`config.mk`:
```
export PLATFORM = sky130hd
export DESIGN_NAME = mov_instruction_decoder_top
export DESIGN_NICKNAME = d
export VERILOG_FILES = /design/src/sv/mid_pkg.sv /design/src/sv/mid_front.sv /design/src/sv/mid_queue.sv /design/src/sv/mid_back.sv /design/src/sv/mov_instruction_decoder_top.sv
export SDC_FILE = /design/constraint.sdc
export NUM_CORES = 1
export LEC_CHECK = 0
export BUFFER_PORTS_ARGS = -buffer_cell sky130_fd_sc_hd__buf_2
export CAP_MARGIN = 25
export CORE_MARGIN = 3
export CORE_UTILIZATION = 55
export CTS_CLUSTER_DIAMETER = 100
export DETAILED_ROUTE_END_ITERATION = 8
export PLACE_DENSITY_LB_ADDON = 0.2
export SYNTH_ARGS = -nofsm -noshare
export SYNTH_HDL_FRONTEND = slang
export SYNTH_SLANG_ARGS = --single-unit
```
`constraint.sdc`:
```
create_clock -name clk -period 5.1 [get_ports clk]
set_input_delay 0.765 -clock clk [delete_from_list [all_inputs] [get_ports clk]]
set_output_delay 0.765 -clock clk [all_outputs]
set_load 0.05 [all_outputs]
```
`src/sv/mid_pkg.sv`:
```
package mid_pkg;

  localparam logic [2:0] FORM_RM_REG  = 3'd0;
  localparam logic [2:0] FORM_IMM_REG = 3'd1;
  localparam logic [2:0] FORM_IMM_RM  = 3'd2;
  localparam logic [2:0] FORM_MEM_ACC = 3'd3;
  localparam logic [2:0] FORM_ACC_MEM = 3'd4;
  localparam logic [2:0] FORM_UNKNOWN = 3'd5;

  // opcode prefixes of the handled forms
  localparam logic [5:0] OP_RM_REG  = 6'b100010;
  localparam logic [3:0] OP_IMM_REG = 4'b1011;
  localparam logic [6:0] OP_IMM_RM  = 7'b1100011;
  localparam logic [3:0] OP_ACC     = 4'b1010;

  localparam logic [2:0] MAX_LEN = 3'd6;

  // raw instruction as gathered by the front end
  typedef struct packed {
    logic [2:0]  form;
    logic [7:0]  first;
    logic [7:0]  modrm;
    logic [15:0] disp;
    logic [15:0] data;
    logic [2:0]  len;
  } mid_rec_t;

endpackage

```
`src/sv/mid_front.sv`:
```
module mid_front
  import mid_pkg::*;
(
  input  logic       clk,
  input  logic       rst_n,
  input  logic       in_valid,
  output logic       in_ready,
  input  logic [7:0] in_code_byte,
  input  logic       q_full,
  output logic       q_push,
  output mid_rec_t   q_rec
);

  logic [2:0]  needed_r, needed_nxt;
  logic [2:0]  taken_r, taken_nxt;
  logic [2:0]  form_r, form_nxt;
  logic [7:0]  first_r, first_nxt;
  logic [7:0]  modrm_r, modrm_nxt;
  logic [15:0] disp_r, disp_nxt;
  logic [15:0] data_r, data_nxt;

  logic        accept;
  logic [2:0]  cls;
  logic        has_modrm;
  logic [2:0]  dstart;
  logic [2:0]  dlen;
  logic [2:0]  off_disp;
  logic [2:0]  off_data;
  logic [15:0] placed;

  function automatic logic [2:0] disp_len(input logic [7:0] m);
    logic [2:0] n;
    n = 3'd0;
    if (m[7:6] == 2'd1) n = 3'd1;
    else if (m[7:6] == 2'd2) n = 3'd2;
    else if (m[7:6] == 2'd0 && m[2:0] == 3'd6) n = 3'd2;
    return n;
  endfunction

  assign in_ready = !q_full;
  assign accept   = in_valid && in_ready;

  always_comb begin
    cls = FORM_UNKNOWN;
    if (in_code_byte[7:2] == OP_RM_REG) cls = FORM_RM_REG;
    else if (in_code_byte[7:4] == OP_IMM_REG) cls = FORM_IMM_REG;
    else if (in_code_byte[7:1] == OP_IMM_RM) cls = FORM_IMM_RM;
    else if (in_code_byte[7:4] == OP_ACC && in_code_byte[3:2] == 2'd0)
      cls = in_code_byte[1] ? FORM_ACC_MEM : FORM_MEM_ACC;
  end

  assign has_modrm = (form_r == FORM_RM_REG) || (form_r == FORM_IMM_RM);
  assign dstart    = has_modrm ? 3'd2 : 3'd1;
  assign dlen      = has_modrm ? disp_len(modrm_r) :
                     ((form_r == FORM_IMM_REG) ? 3'd0 : 3'd2);
  assign off_disp  = taken_r - dstart;
  assign off_data  = off_disp - dlen;

  always_comb begin
    needed_nxt = needed_r;
    taken_nxt  = taken_r;
    form_nxt   = form_r;
    first_nxt  = first_r;
    modrm_nxt  = modrm_r;
    disp_nxt   = disp_r;
    data_nxt   = data_r;
    q_push     = 1'b0;
    q_rec      = '0;
    placed     = 16'd0;
    if (accept) begin
      if (needed_r == 3'd0) begin
        first_nxt = in_code_byte;
        modrm_nxt = 8'd0;
        disp_nxt  = 16'd0;
        data_nxt  = 16'd0;
        taken_nxt = 3'd1;
        form_nxt  = cls;
        unique case (cls) inside
          FORM_RM_REG, FORM_IMM_RM: begin
            needed_nxt = 3'd2;
          end
          FORM_IMM_REG: begin
            needed_nxt = in_code_byte[3] ? 3'd3 : 3'd2;
          end
          FORM_MEM_ACC, FORM_ACC_MEM: begin
            needed_nxt = 3'd3;
          end
          default: begin
            // unhandled opcode: report at once and restart
            taken_nxt   = 3'd0;
            needed_nxt  = 3'd0;
            q_push      = 1'b1;
            q_rec.form  = FORM_UNKNOWN;
            q_rec.len   = 3'd1;
          end
        endcase
      end else begin
        if (has_modrm && taken_r == 3'd1) begin
          modrm_nxt  = in_code_byte;
          needed_nxt = 3'd2 + disp_len(in_code_byte);
          if (form_r == FORM_IMM_RM)
            needed_nxt = needed_nxt + (first_r[0] ? 3'd2 : 3'd1);
        end else if (taken_r < dstart + dlen) begin
          placed   = off_disp[0] ? {in_code_byte, 8'd0} : {8'd0, in_code_byte};
          disp_nxt = disp_r | placed;
        end else begin
          placed   = off_data[0] ? {in_code_byte, 8'd0} : {8'd0, in_code_byte};
          data_nxt = data_r | placed;
        end
        taken_nxt = taken_r + 3'd1;
        if (taken_nxt >= needed_nxt) begin
          q_push      = 1'b1;
          q_rec.form  = form_r;
          q_rec.first = first_r;
          q_rec.modrm = modrm_nxt;
          q_rec.disp  = disp_nxt;
          q_rec.data  = data_nxt;
          q_rec.len   = needed_nxt;
          needed_nxt  = 3'd0;
          taken_nxt   = 3'd0;
        end
      end
    end
  end

  always_ff @(posedge clk) begin
    if (!rst_n) begin
      needed_r <= 3'd0;
      taken_r  <= 3'd0;
    end else begin
      needed_r <= needed_nxt;
      taken_r  <= taken_nxt;
    end
  end

  always_ff @(posedge clk) begin
    form_r  <= form_nxt;
    first_r <= first_nxt;
    modrm_r <= modrm_nxt;
    disp_r  <= disp_nxt;
    data_r  <= data_nxt;
  end

  a_needed_range: assert property (@(posedge clk) disable iff (!rst_n)
    needed_r <= MAX_LEN)
    else $error("instruction length out of range");

  a_taken_below: assert property (@(posedge clk) disable iff (!rst_n)
    needed_r != 3'd0 |-> taken_r < needed_r)
    else $error("byte count reached length without completion");

  a_push_len: assert property (@(posedge clk) disable iff (!rst_n)
    q_push |-> (q_rec.len != 3'd0 && q_rec.len <= MAX_LEN))
    else $error("completed instruction with bad length");

endmodule

```
`src/sv/mid_queue.sv`:
```
module mid_queue
  import mid_pkg::*;
#(
  parameter int DEPTH = 4
) (
  input  logic     clk,
  input  logic     rst_n,
  input  logic     push,
  input  mid_rec_t push_rec,
  input  logic     pop,
  output logic     full,
  output logic     not_empty,
  output mid_rec_t head_rec
);

  localparam int PTR_W = (DEPTH > 1) ? $clog2(DEPTH) : 1;
  localparam int CNT_W = $clog2(DEPTH + 1);
  localparam logic [PTR_W-1:0] LAST = PTR_W'(DEPTH - 1);
  localparam logic [CNT_W-1:0] FULL_CNT = CNT_W'(DEPTH);

  mid_rec_t         slot_r [DEPTH];
  logic [PTR_W-1:0] wr_ptr_r, wr_ptr_nxt;
  logic [PTR_W-1:0] rd_ptr_r, rd_ptr_nxt;
  logic [CNT_W-1:0] count_r, count_nxt;

  assign full      = (count_r == FULL_CNT);
  assign not_empty = (count_r != '0);
  assign head_rec  = slot_r[rd_ptr_r];

  always_comb begin
    wr_ptr_nxt = wr_ptr_r;
    rd_ptr_nxt = rd_ptr_r;
    count_nxt  = count_r;
    if (push) wr_ptr_nxt = (wr_ptr_r == LAST) ? '0 : wr_ptr_r + 1'b1;
    if (pop)  rd_ptr_nxt = (rd_ptr_r == LAST) ? '0 : rd_ptr_r + 1'b1;
    if (push && !pop) count_nxt = count_r + 1'b1;
    else if (pop && !push) count_nxt = count_r - 1'b1;
  end

  always_ff @(posedge clk) begin
    if (!rst_n) begin
      wr_ptr_r <= '0;
      rd_ptr_r <= '0;
      count_r  <= '0;
    end else begin
      wr_ptr_r <= wr_ptr_nxt;
      rd_ptr_r <= rd_ptr_nxt;
      count_r  <= count_nxt;
    end
  end

  always_ff @(posedge clk) begin
    if (push) slot_r[wr_ptr_r] <= push_rec;
  end

  a_no_overflow: assert property (@(posedge clk) disable iff (!rst_n)
    push |-> !full)
    else $error("queue overflow");

  a_no_underflow: assert property (@(posedge clk) disable iff (!rst_n)
    pop |-> not_empty)
    else $error("queue underflow");

endmodule

```
`src/sv/mid_back.sv`:
```
module mid_back
  import mid_pkg::*;
(
  input  logic               clk,
  input  logic               rst_n,
  input  logic               q_not_empty,
  input  mid_rec_t           q_rec,
  output logic               q_pop,
  output logic               out_valid,
  input  logic               out_ready,
  output logic [2:0]         out_form,
  output logic               out_word_flag,
  output logic               out_direction,
  output logic [1:0]         out_mode,
  output logic [2:0]         out_reg_field,
  output logic [2:0]         out_rm_field,
  output logic signed [15:0] out_displacement,
  output logic signed [15:0] out_immediate,
  output logic [2:0]         out_length
);

  logic        valid_r;
  logic [2:0]  form_r, form_nxt;
  logic        w_r, w_nxt;
  logic        d_r, d_nxt;
  logic [1:0]  mode_r, mode_nxt;
  logic [2:0]  reg_r, reg_nxt;
  logic [2:0]  rm_r, rm_nxt;
  logic [15:0] disp_r, disp_nxt;
  logic [15:0] imm_r, imm_nxt;
  logic [2:0]  len_r, len_nxt;
  logic [15:0] imm_ext;

  // advance whenever the output register is free or being drained
  assign q_pop = q_not_empty && (!valid_r || out_ready);

  always_comb begin
    form_nxt = q_rec.form;
    w_nxt    = 1'b0;
    d_nxt    = 1'b0;
    mode_nxt = 2'd0;
    reg_nxt  = 3'd0;
    rm_nxt   = 3'd0;
    disp_nxt = 16'd0;
    imm_nxt  = 16'd0;
    len_nxt  = q_rec.len;
    imm_ext  = q_rec.first[0] ? q_rec.data : {{8{q_rec.data[7]}}, q_rec.data[7:0]};
    unique case (q_rec.form) inside
      FORM_RM_REG, FORM_IMM_RM: begin
        w_nxt    = q_rec.first[0];
        d_nxt    = (q_rec.form == FORM_RM_REG) ? q_rec.first[1] : 1'b0;
        mode_nxt = q_rec.modrm[7:6];
        reg_nxt  = q_rec.modrm[5:3];
        rm_nxt   = q_rec.modrm[2:0];
        disp_nxt = (q_rec.modrm[7:6] == 2'd1) ?
                   {{8{q_rec.disp[7]}}, q_rec.disp[7:0]} : q_rec.disp;
        if (q_rec.form == FORM_IMM_RM) imm_nxt = imm_ext;
      end
      FORM_IMM_REG: begin
        w_nxt   = q_rec.first[3];
        d_nxt   = 1'b1;
        reg_nxt = q_rec.first[2:0];
        imm_nxt = q_rec.first[3] ? q_rec.data :
                  {{8{q_rec.data[7]}}, q_rec.data[7:0]};
      end
      FORM_MEM_ACC, FORM_ACC_MEM: begin
        w_nxt    = q_rec.first[0];
        d_nxt    = (q_rec.form == FORM_MEM_ACC);
        disp_nxt = q_rec.disp;
      end
      default: begin
        form_nxt = FORM_UNKNOWN;
        len_nxt  = 3'd1;
      end
    endcase
  end

  always_ff @(posedge clk) begin
    if (!rst_n) begin
      valid_r <= 1'b0;
    end else if (q_pop) begin
      valid_r <= 1'b1;
    end else if (out_ready) begin
      valid_r <= 1'b0;
    end
  end

  always_ff @(posedge clk) begin
    if (q_pop) begin
      form_r <= form_nxt;
      w_r    <= w_nxt;
      d_r    <= d_nxt;
      mode_r <= mode_nxt;
      reg_r  <= reg_nxt;
      rm_r   <= rm_nxt;
      disp_r <= disp_nxt;
      imm_r  <= imm_nxt;
      len_r  <= len_nxt;
    end
  end

  assign out_valid        = valid_r;
  assign out_form         = form_r;
  assign out_word_flag    = w_r;
  assign out_direction    = d_r;
  assign out_mode         = mode_r;
  assign out_reg_field    = reg_r;
  assign out_rm_field     = rm_r;
  assign out_displacement = signed'(disp_r);
  assign out_immediate    = signed'(imm_r);
  assign out_length       = len_r;

  a_unknown_len: assert property (@(posedge clk) disable iff (!rst_n)
    (valid_r && form_r == FORM_UNKNOWN) |-> len_r == 3'd1)
    else $error("unhandled opcode with length other than one");

endmodule

```
`src/sv/mov_instruction_decoder_top.sv`:
```
// Byte-serial MOV decoder: one code byte accepted per cycle while the record queue is not full.
// The record is written into the queue at the edge that accepts the instruction's last byte,
// then into the output register behind out_valid once that register is free or being drained.
// Throughput is set by the front end's single byte-capture stage; the record
// queue (DEPTH entries) absorbs output stalls before in_ready drops.
// Synchronous active-low reset empties the queue and restarts at a first byte.
module mov_instruction_decoder_top
  import mid_pkg::*;
#(
  parameter int DEPTH = 4
) (
  input  logic               clk,
  input  logic               rst_n,
  input  logic               in_valid,
  output logic               in_ready,
  input  logic [7:0]         in_code_byte,
  output logic               out_valid,
  input  logic               out_ready,
  output logic [2:0]         out_form,
  output logic               out_word_flag,
  output logic               out_direction,
  output logic [1:0]         out_mode,
  output logic [2:0]         out_reg_field,
  output logic [2:0]         out_rm_field,
  output logic signed [15:0] out_displacement,
  output logic signed [15:0] out_immediate,
  output logic [2:0]         out_length
);

  logic     q_full;
  logic     q_push;
  logic     q_pop;
  logic     q_not_empty;
  mid_rec_t push_rec;
  mid_rec_t head_rec;

  mid_front u_front (
    .clk          (clk),
    .rst_n        (rst_n),
    .in_valid     (in_valid),
    .in_ready     (in_ready),
    .in_code_byte (in_code_byte),
    .q_full       (q_full),
    .q_push       (q_push),
    .q_rec        (push_rec)
  );

  mid_queue #(
    .DEPTH (DEPTH)
  ) u_queue (
    .clk       (clk),
    .rst_n     (rst_n),
    .push      (q_push),
    .push_rec  (push_rec),
    .pop       (q_pop),
    .full      (q_full),
    .not_empty (q_not_empty),
    .head_rec  (head_rec)
  );

  mid_back u_back (
    .clk              (clk),
    .rst_n            (rst_n),
    .q_not_empty      (q_not_empty),
    .q_rec            (head_rec),
    .q_pop            (q_pop),
    .out_valid        (out_valid),
    .out_ready        (out_ready),
    .out_form         (out_form),
    .out_word_flag    (out_word_flag),
    .out_direction    (out_direction),
    .out_mode         (out_mode),
    .out_reg_field    (out_reg_field),
    .out_rm_field     (out_rm_field),
    .out_displacement (out_displacement),
    .out_immediate    (out_immediate),
    .out_length       (out_length)
  );

endmodule
```
# --- Word-level counts from Yosys, hierarchy flattened ---
# Memories as Yosys holds them, arrays and structs flattened. A register that Yosys moved wholly into a read port is not among the register bits.
# Cells that the tools add are included.
word_totals:
  regBits: 113
  ramBits: 216
  in_bits: 12
  out_inout_bits: 50
  word_cells: 159
  mem_count: 1
classes:
  add_sub_neg: 10
  order_cmp: 2
  n_eq_ne: 25
  mux: 67
  bitwise: 2
  n_reduce_logical: 32
memory_table:
  columns: ["name", "words", "word_bits", "read_ports", "rd_clocked_by_memory_dff", "write_ports", "line_no", "rtl"]
  rows:
  - ["u_queue.slot_r", 4, 54, 1, 1, 1, "mid_queue.sv:21", "mid_rec_t slot_r [DEPTH];"]
op_table:
  columns: ["cell", "n"]
  rows:
  - ["16-bit 2-to-1 mux", 10]
  - ["54-bit 2-to-1 mux", 2]
  - ["3-bit 2-to-1 mux", 23]
  - ["16-bit one-hot mux with 2 select lines", 2]
  - ["48-bit 2-to-1 mux", 1]
  - ["16-bit OR", 2]
  - ["2-bit 2-to-1 mux", 12]
  - ["3-bit by 2-bit equality test with 1-bit output (second input constant)", 5]
  - ["3-bit equality test (second input constant)", 5]
  - ["3-bit by 1-bit equality test with 1-bit output (second input constant)", 4]
  - ["3-bit logical NOT", 4]
  - ["1-bit 2-to-1 mux", 12]
  - ["5-bit OR reduction", 2]
  - ["3-bit one-hot mux with 3 select lines", 1]
  - ["2-bit equality test (second input constant)", 4]
  - ["4-bit equality test (second input constant)", 2]
  - ["1-bit logical AND", 8]
  - ["8-bit 2-to-1 mux", 1]
  - ["2-bit OR reduction", 4]
  - ["7-bit equality test (second input constant)", 1]
  - ["3-bit by 1-bit adder with 3-bit output (second input constant)", 2]
  - ["2-bit by 1-bit equality test with 1-bit output (second input constant)", 3]
  - ["6-bit equality test (second input constant)", 1]
  - ["2-bit logical NOT", 3]
  - ["other kinds (17)", 24]

# --- Longest topological paths before layout ---
logic_depth:
  word_depth: 22
  depth_mapped: 18
  depth_no_buf: 16

# --- Modules after synthesis ---
# A second synthesis with hierarchy kept.
hier_totals:
  hier_cells: 797
  hier_area_um2: 13576.8
modules_own_cells:
  columns: ["module", "n_inst", "cells_each", "area_per_inst_um2", "seq_area_each_um2"]
  rows:
  - ["mid_queue", 1, 326, 8318.0, 6666.4]
  - ["mid_front", 1, 333, 3216.8, 1651.6]
  - ["mid_back", 1, 138, 2042.0, 1461.4]

# --- Worst setup path before layout ---
# OpenSTA, ideal clock, no wires.
synth_path:
  kind: "input-to-reg"
  startpoint: "input in_code_byte[2]"
  endpoint: "memory u_queue.slot_r[1][0] (netlist bit), enable pin"
  setup_ns: 0.413
  arrival_time_ns: 4.439
  required_ns: 4.687
  slack_ns: 0.248
  path_stages: 13
  n_path_buf: 2
  cell_sequence: "clkbuf_1 nand3b_1 a21o_1 fa_1 inv_1 a31oi_1 a22oi_1 ha_1 nand2_1 o211ai_1 and3_1 clkbuf_1 and2_1"
synth_via:
  elab_chain_cells: 20
  elab_cells_between_ends: 35
  classes_between: "2 x add/sub; 1 x order compare; 7 x eq/ne; 20 x mux; 5 x reduce/logical"
synth_rtl:
  columns: ["element", "line_no", "rtl"]
  rows:
  - ["start, declared", "mov_instruction_decoder_top.sv:16", "input logic [7:0] in_code_byte,"]
  - ["3-bit equality test", "mid_front.sv:36", "else if (m[7:6] == 2'd0 && m[2:0] == 3'd6) n = 3'd2;"]
  - ["1-bit logical AND", "mid_front.sv:36", null]
  - ["2-bit 2-to-1 mux", "mid_front.sv:36", null]
  - ["3-bit 2-to-1 mux", "mid_front.sv:35", "else if (m[7:6] == 2'd2) n = 3'd2;"]
  - ["3-bit 2-to-1 mux", "mid_front.sv:34", "if (m[7:6] == 2'd1) n = 3'd1;"]
  - ["3-bit 2-to-1 mux", "mid_front.sv:98", "if (has_modrm && taken_r == 3'd1) begin"]
  - ["3-bit 2-to-1 mux", "mid_front.sv:71", "if (needed_r == 3'd0) begin"]
  - ["3-bit 2-to-1 mux", "mid_front.sv:70", "if (accept) begin"]
  - ["(+5 left out)", null, null]
  - ["3-bit 2-to-1 mux", "mid_front.sv:70", null]
  - ["3-bit >= comparator", "mid_front.sv:111", "if (taken_nxt >= needed_nxt) begin"]
  - ["1-bit 2-to-1 mux", "mid_front.sv:111", null]
  - ["1-bit 2-to-1 mux (*)", "mid_front.sv:71", null]
  - ["1-bit 2-to-1 mux (*)", "mid_front.sv:70", null]
  - ["named net q_push", "mov_instruction_decoder_top.sv:31", "logic q_push;"]
  - ["1-bit 2-to-1 mux (*)", "mid_queue.sv:53", "if (push) slot_r[wr_ptr_r] <= push_rec;"]
  - ["1-bit 2-to-1 mux (implied by the code) (*)", "mid_queue.sv:53", null]
  - ["end, declared", "mid_queue.sv:21", null]
# Mark *: on every way through the listed nets, which the timed path passes. The rest lies on a longest branch. The select of a mux whose other input is x is not followed.

# --- Worst setup path after layout ---
layout_path:
  startpoint: "register u_front.taken_r[0]"
  endpoint: "register u_queue.count_r[2]"
layout_via:
  elab_chain_cells: 12
  elab_cells_between_ends: 15
  classes_between: "1 x add/sub; 1 x order compare; 1 x eq/ne; 7 x mux; 5 x reduce/logical"
layout_rtl:
  columns: ["element", "line_no", "rtl"]
  rows:
  - ["start, declared", "mid_front.sv:15", "logic [2:0] taken_r, taken_nxt;"]
  - ["start signal, assigned", "mid_front.sv:132", "taken_r <= taken_nxt;"]
  - ["3-bit by 1-bit equality test with 1-bit output", "mid_front.sv:98", null]
  - ["1-bit logical AND", "mid_front.sv:98", null]
  - ["3-bit 2-to-1 mux", "mid_front.sv:98", null]
  - ["3-bit 2-to-1 mux", "mid_front.sv:71", null]
  - ["3-bit 2-to-1 mux", "mid_front.sv:70", null]
  - ["3-bit >= comparator (*)", "mid_front.sv:111", null]
  - ["1-bit 2-to-1 mux (*)", "mid_front.sv:111", null]
  - ["1-bit 2-to-1 mux (*)", "mid_front.sv:71", null]
  - ["1-bit 2-to-1 mux (*)", "mid_front.sv:70", null]
  - ["1-bit logical NOT", "mid_queue.sv:37", "else if (pop && !push) count_nxt = count_r - 1'b1;"]
  - ["1-bit logical AND", "mid_queue.sv:37", null]
  - ["2-bit nonzero test (no line)", null, null]
  - ["end signal, assigned", "mid_queue.sv:48", "count_r <= count_nxt;"]
  - ["end, declared", "mid_queue.sv:24", "logic [CNT_W-1:0] count_r, count_nxt;"]
# Every way passes the cells marked *; elsewhere a longest branch is shown, timed or not. The select of a mux whose other input is x is not followed.
# A chain may end at the register's enable or synchronous reset.

==> impl_metrics.csv <==
group,metric,value,unit
sta,hold_violations,0,
worst_setup_path,worstPathArrival,4.82,ns
global_routing,met2_usage,0.3593,
clock_network,cts_tree,"built",
power,clkPwrFrac,0.246,
floorplan,dieArea,0.02513,mm²
cells_and_area,nets,901,
global_routing,use_met3,0.03588,
global_routing,grt_max_degree,52,
synthesis,syn_area,0.01280,mm²
flow_run,maxCapViolations,0,
synthesis,syn_inst,800,
synthesis,synth_edf_count,295,
routing,drtIter0Drc,665,
routing,num_vias,7210,
global_routing,gr-usage-all-layers,0.2174,
sta,rsz0062_at_grt,"no",
worst_setup_path,worstPathCellList,"ha_1 -> or4b_1 -> a31oi_1 -> a22oi_1 -> ha_1 -> nand2_1 -> o211ai_1 -> and3_1 -> ha_1 -> inv_1 -> fa_1 -> xor2_1 -> or3_1 -> a21boi_0",
sta,skew,0.007761,ns
clock_network,clock_latency,0.54,ns
clock_network,cts_resized,0,
power,p_leak,5.055,nW
synthesis,yosysWarnings,0,
worst_setup_path,critPathCaptureType,"register",
power,netSwitchingPower,2.980,mW
worst_setup_path,required,5.56,ns
clock_network,post_cts_buffers,0,
power,p_sw_frac,0.3501,
cells_and_area,syn_to_final_growth,12.77,%
synthesis,syn-num-nets,829,
synthesis,synth_ff_type,"edfxtp_1",
worst_setup_path,worstSetupStartpointType,"register",
cells_and_area,n_antenna_cell,0,
global_routing,grt_pass1_vias,7403,
power,pwr_density_cell,590.0,mW/mm²
worst_setup_path,path_common_cell,"ha_1",
sta,drv_slew,0,
clock_network,ctsRootBufferMaster,"clkbuf_16",
sta,fin_tns_setup,0,ns
worst_setup_path,crit_buf_inv,1,
clock_network,cts_sinks,311,
floorplan,coreArea,0.02278,mm²
synthesis,yosysSeqAreaShare,0.7173,
power,ir_drop,0.0004361,V
placement,routabilityCongestion,0.9017,
clock_network,numCtsBuffers,30,
run_status,run_status,"finished, final reports clean",
sta,tightest_slew,0.9536,ns
min_path,hold_path.class,"reg -> reg",
worst_setup_path,worst-setup-path-type,"reg -> reg",
clock_network,cts_max_level,1,
clock_network,cts.clk_slew.worst_paths,0.06,ns
routing,wire_per_inst,22.17,µm
power,p_int,5.533,mW
sta,post-route-period-util,0.8544,
sta,period_needed,4.358,ns
worst_setup_path,path_delay_family,"simple AND/OR/NAND/NOR gates",
worst_setup_path,crit_slowest_cell,"or4b_1",
cells_and_area,drive_gt1_frac,0.1926,
synthesis,ys_async_sr_fraction,0,
routing,first_pass_iters,5,
sta,final-setup-viol-count,0,
sta,slew_headroom,0.3643,
power,p_seq_frac,0.431,
global_routing,antenna_found_initial,0,
floorplan,die_w,158.5,µm
global_routing,busiest_layer,"met2",
clock_network,cts_max_path_buffers,3,
floorplan,die_height,158.5,µm
routing,ant_nets,0,
sta,clock.fmax,0.2295,GHz
floorplan,ioPinCount,62,
clock_network,cts_hold_buf,0,
global_routing,grt_use_met1,0.3067,
global_routing,grt_overflow_total,0,
placement,post-dp-hpwl,17.04,mm
floorplan,num_rows,55,
routing,vias_per_cell,5.978,
floorplan,start_util,0.5618,
power,power,8.513,mW
synthesis,ys_ff_latch,311,
global_routing,grt_pass1_wl,41.53,mm
placement,portBuffers,61,
synthesis,synth_cell_types,61,
synthesis,syn_area_per_cell,16.00,µm²
power,comb_power_share,0.322,
worst_setup_path,crit_path_max_fanout,14,
routing,drt_wl_total,26.73,mm
worst_setup_path,cpPeakStageDelay,0.73,ns
routing,drc_errors,0,
registers in the layout (all words and copies together), names as in the netlist, 2 cells and up, named ones only:
register and count:
u_back.out_rm_field 3, u_front.taken_r 3, u_front.form_r 3, u_front.needed_r 3, u_front.modrm_r 8, u_back.out_mode 2, u_back.out_displacement 16, u_back.out_reg_field 3
u_back.out_length 3, u_queue.slot_r 200, u_queue.count_r 3, u_front.disp_r 16, u_front.data_r 16, u_queue.rd_ptr_r 2, u_back.out_form 3, u_queue.wr_ptr_r 2
u_front.first_r 4, u_back.out_immediate 16
final timing paths:
path                          to  depth (start not counted)  slack (ns)                start
min reg2reg  u_front.needed_r[2]                          2        0.51  u_front.needed_r[2]
max reg2reg   u_queue.count_r[2]                         14        0.74   u_front.taken_r[0]
max           u_queue.count_r[2]                         14        0.74   u_front.taken_r[0]
min          u_front.needed_r[2]                          2        0.51  u_front.needed_r[2]
worst reg2reg max path: cells and delay by family (launching register included):
family | cells | cell delay (ns)
AND/OR/NAND/NOR | 4 | 1.36
adder cells (fa/ha/maj) | 4 | 1.13
AO/OA/AOI/OAI | 4 | 1.01
flip-flops | 1 | 0.54
XOR/XNOR | 1 | 0.17
buffers and inverters | 1 | 0.06
metal layers:
metal	share of wire	wire (µm)	vias to the layer above
li1	-	-	3207
met1	0.41	11070	3665
met2	0.49	13100	293
met3	0.073	1964	45
met4	0.023	602	0
met5	0	0	-
synthesized netlist by cell type, drive strengths merged, types with 2 or more instances:
cell type  count  share of area
a21boi         4         0.0023
a21o           2         0.0012
a21oi         47          0.018
a31oi         11         0.0054
and2          17         0.0083
and3          17         0.0083
buf            9         0.0057
clkbuf        28         0.0098
dfxtp         16          0.025
edfxtp       295           0.69
fa             3         0.0047
ha            14          0.014
inv           27         0.0079
mux2           2         0.0018
mux2i         13          0.010
mux4          48          0.087
nand2         37          0.011
nand2b         4         0.0020
nand3          8         0.0035
nand3b         3         0.0018
nor2         101          0.030
nor2b         22          0.011
nor3           4         0.0016
nor4           2        0.00098
o211ai         4         0.0023
o21a           3         0.0018
o21ai         16         0.0063
o221a          2         0.0018
o22ai          9         0.0044
o311ai         2         0.0014
o31a           2         0.0014
or2            2        0.00098
or3            3         0.0015
or3b           2         0.0014
xor2           4         0.0027
power by group through the flow:
stage / logic [mW] / registers [mW] / clock network [mW]
after global routing: 2.96 / 3.74 / 2.24
after detailed placement: 2.75 / 3.73 / 0
after global placement: 2.70 / 3.71 / 0
after CTS: 2.77 / 3.68 / 2.13
after floorplan: 1.43 / 4.36 / 0
final: 2.75 / 3.67 / 2.10
cell families (layout without fill, tap and decap cells):
| family | after synthesis | in the layout | share of synthesized area |
|---|---|---|---|
| AO/OA/AOI/OAI | 110 | 110 | 0.05192 |
| XOR/XNOR | 5 | 5 | 0.003422 |
| adder cells (fa/ha/maj) | 17 | 17 | 0.01838 |
| buffers and inverters | 64 | 157 | 0.02337 |
| flip-flops | 311 | 311 | 0.7173 |
| multiplexers | 63 | 63 | 0.09925 |
| other | 1 | 1 | 0.0002931 |
| AND/OR/NAND/NOR | 229 | 229 | 0.08605 |
metrics by stage:
step	hold slack, ns	worst slack, ns	util	instances	instance area, µm²
final	0.5064	0.7424	0.6335	1206	14430
after global routing	0.5113	0.5267	0.6335	1206	14430
after global placement	0.4809	0.6451	0.5923	1153	13490
after CTS	0.5084	0.8054	0.6335	1206	14430
after floorplan	0.4628	0.2479	-	800	12800
after detailed placement	0.5007	0.4760	0.5923	1153	13490
cells in the final DEF, fill, tap and decap left out, types with 3 or more instances in the layout:
master,count
and3_1,17
o22ai_1,9
inv_1,27
edfxtp_1,295
o211ai_1,4
nor2_1,101
clkinv_1,8
mux4_2,38
ha_1,14
nor3_1,3
o21a_1,3
xor2_1,4
mux2i_1,13
buf_4,12
nor2b_1,22
dfxtp_1,14
nand3b_1,3
buf_2,61
a21oi_1,46
clkbuf_1,3
a31oi_1,11
o21ai_0,9
fa_1,3
and2_2,4
and2_1,13
buf_12,4
clkinv_2,4
nand2_1,37
clkbuf_16,31
clkinvlp_4,4
mux4_1,9
nand3_1,7
a21boi_0,4
nand2b_1,4
o21ai_1,7
or3_1,3
area by class of cell:
cell class,count,area (µm²)
Sequential cell,311,9184
Fill cell,1625,8348
Multi-Input combinational cell,425,3339
Clock buffer,34,787.0
Timing Repair Buffer,77,475.5
Tap cell,313,391.6
Clock inverter,19,151.4
Inverter,27,101.3
No activity file was read; power rests on OpenSTA's default activity.
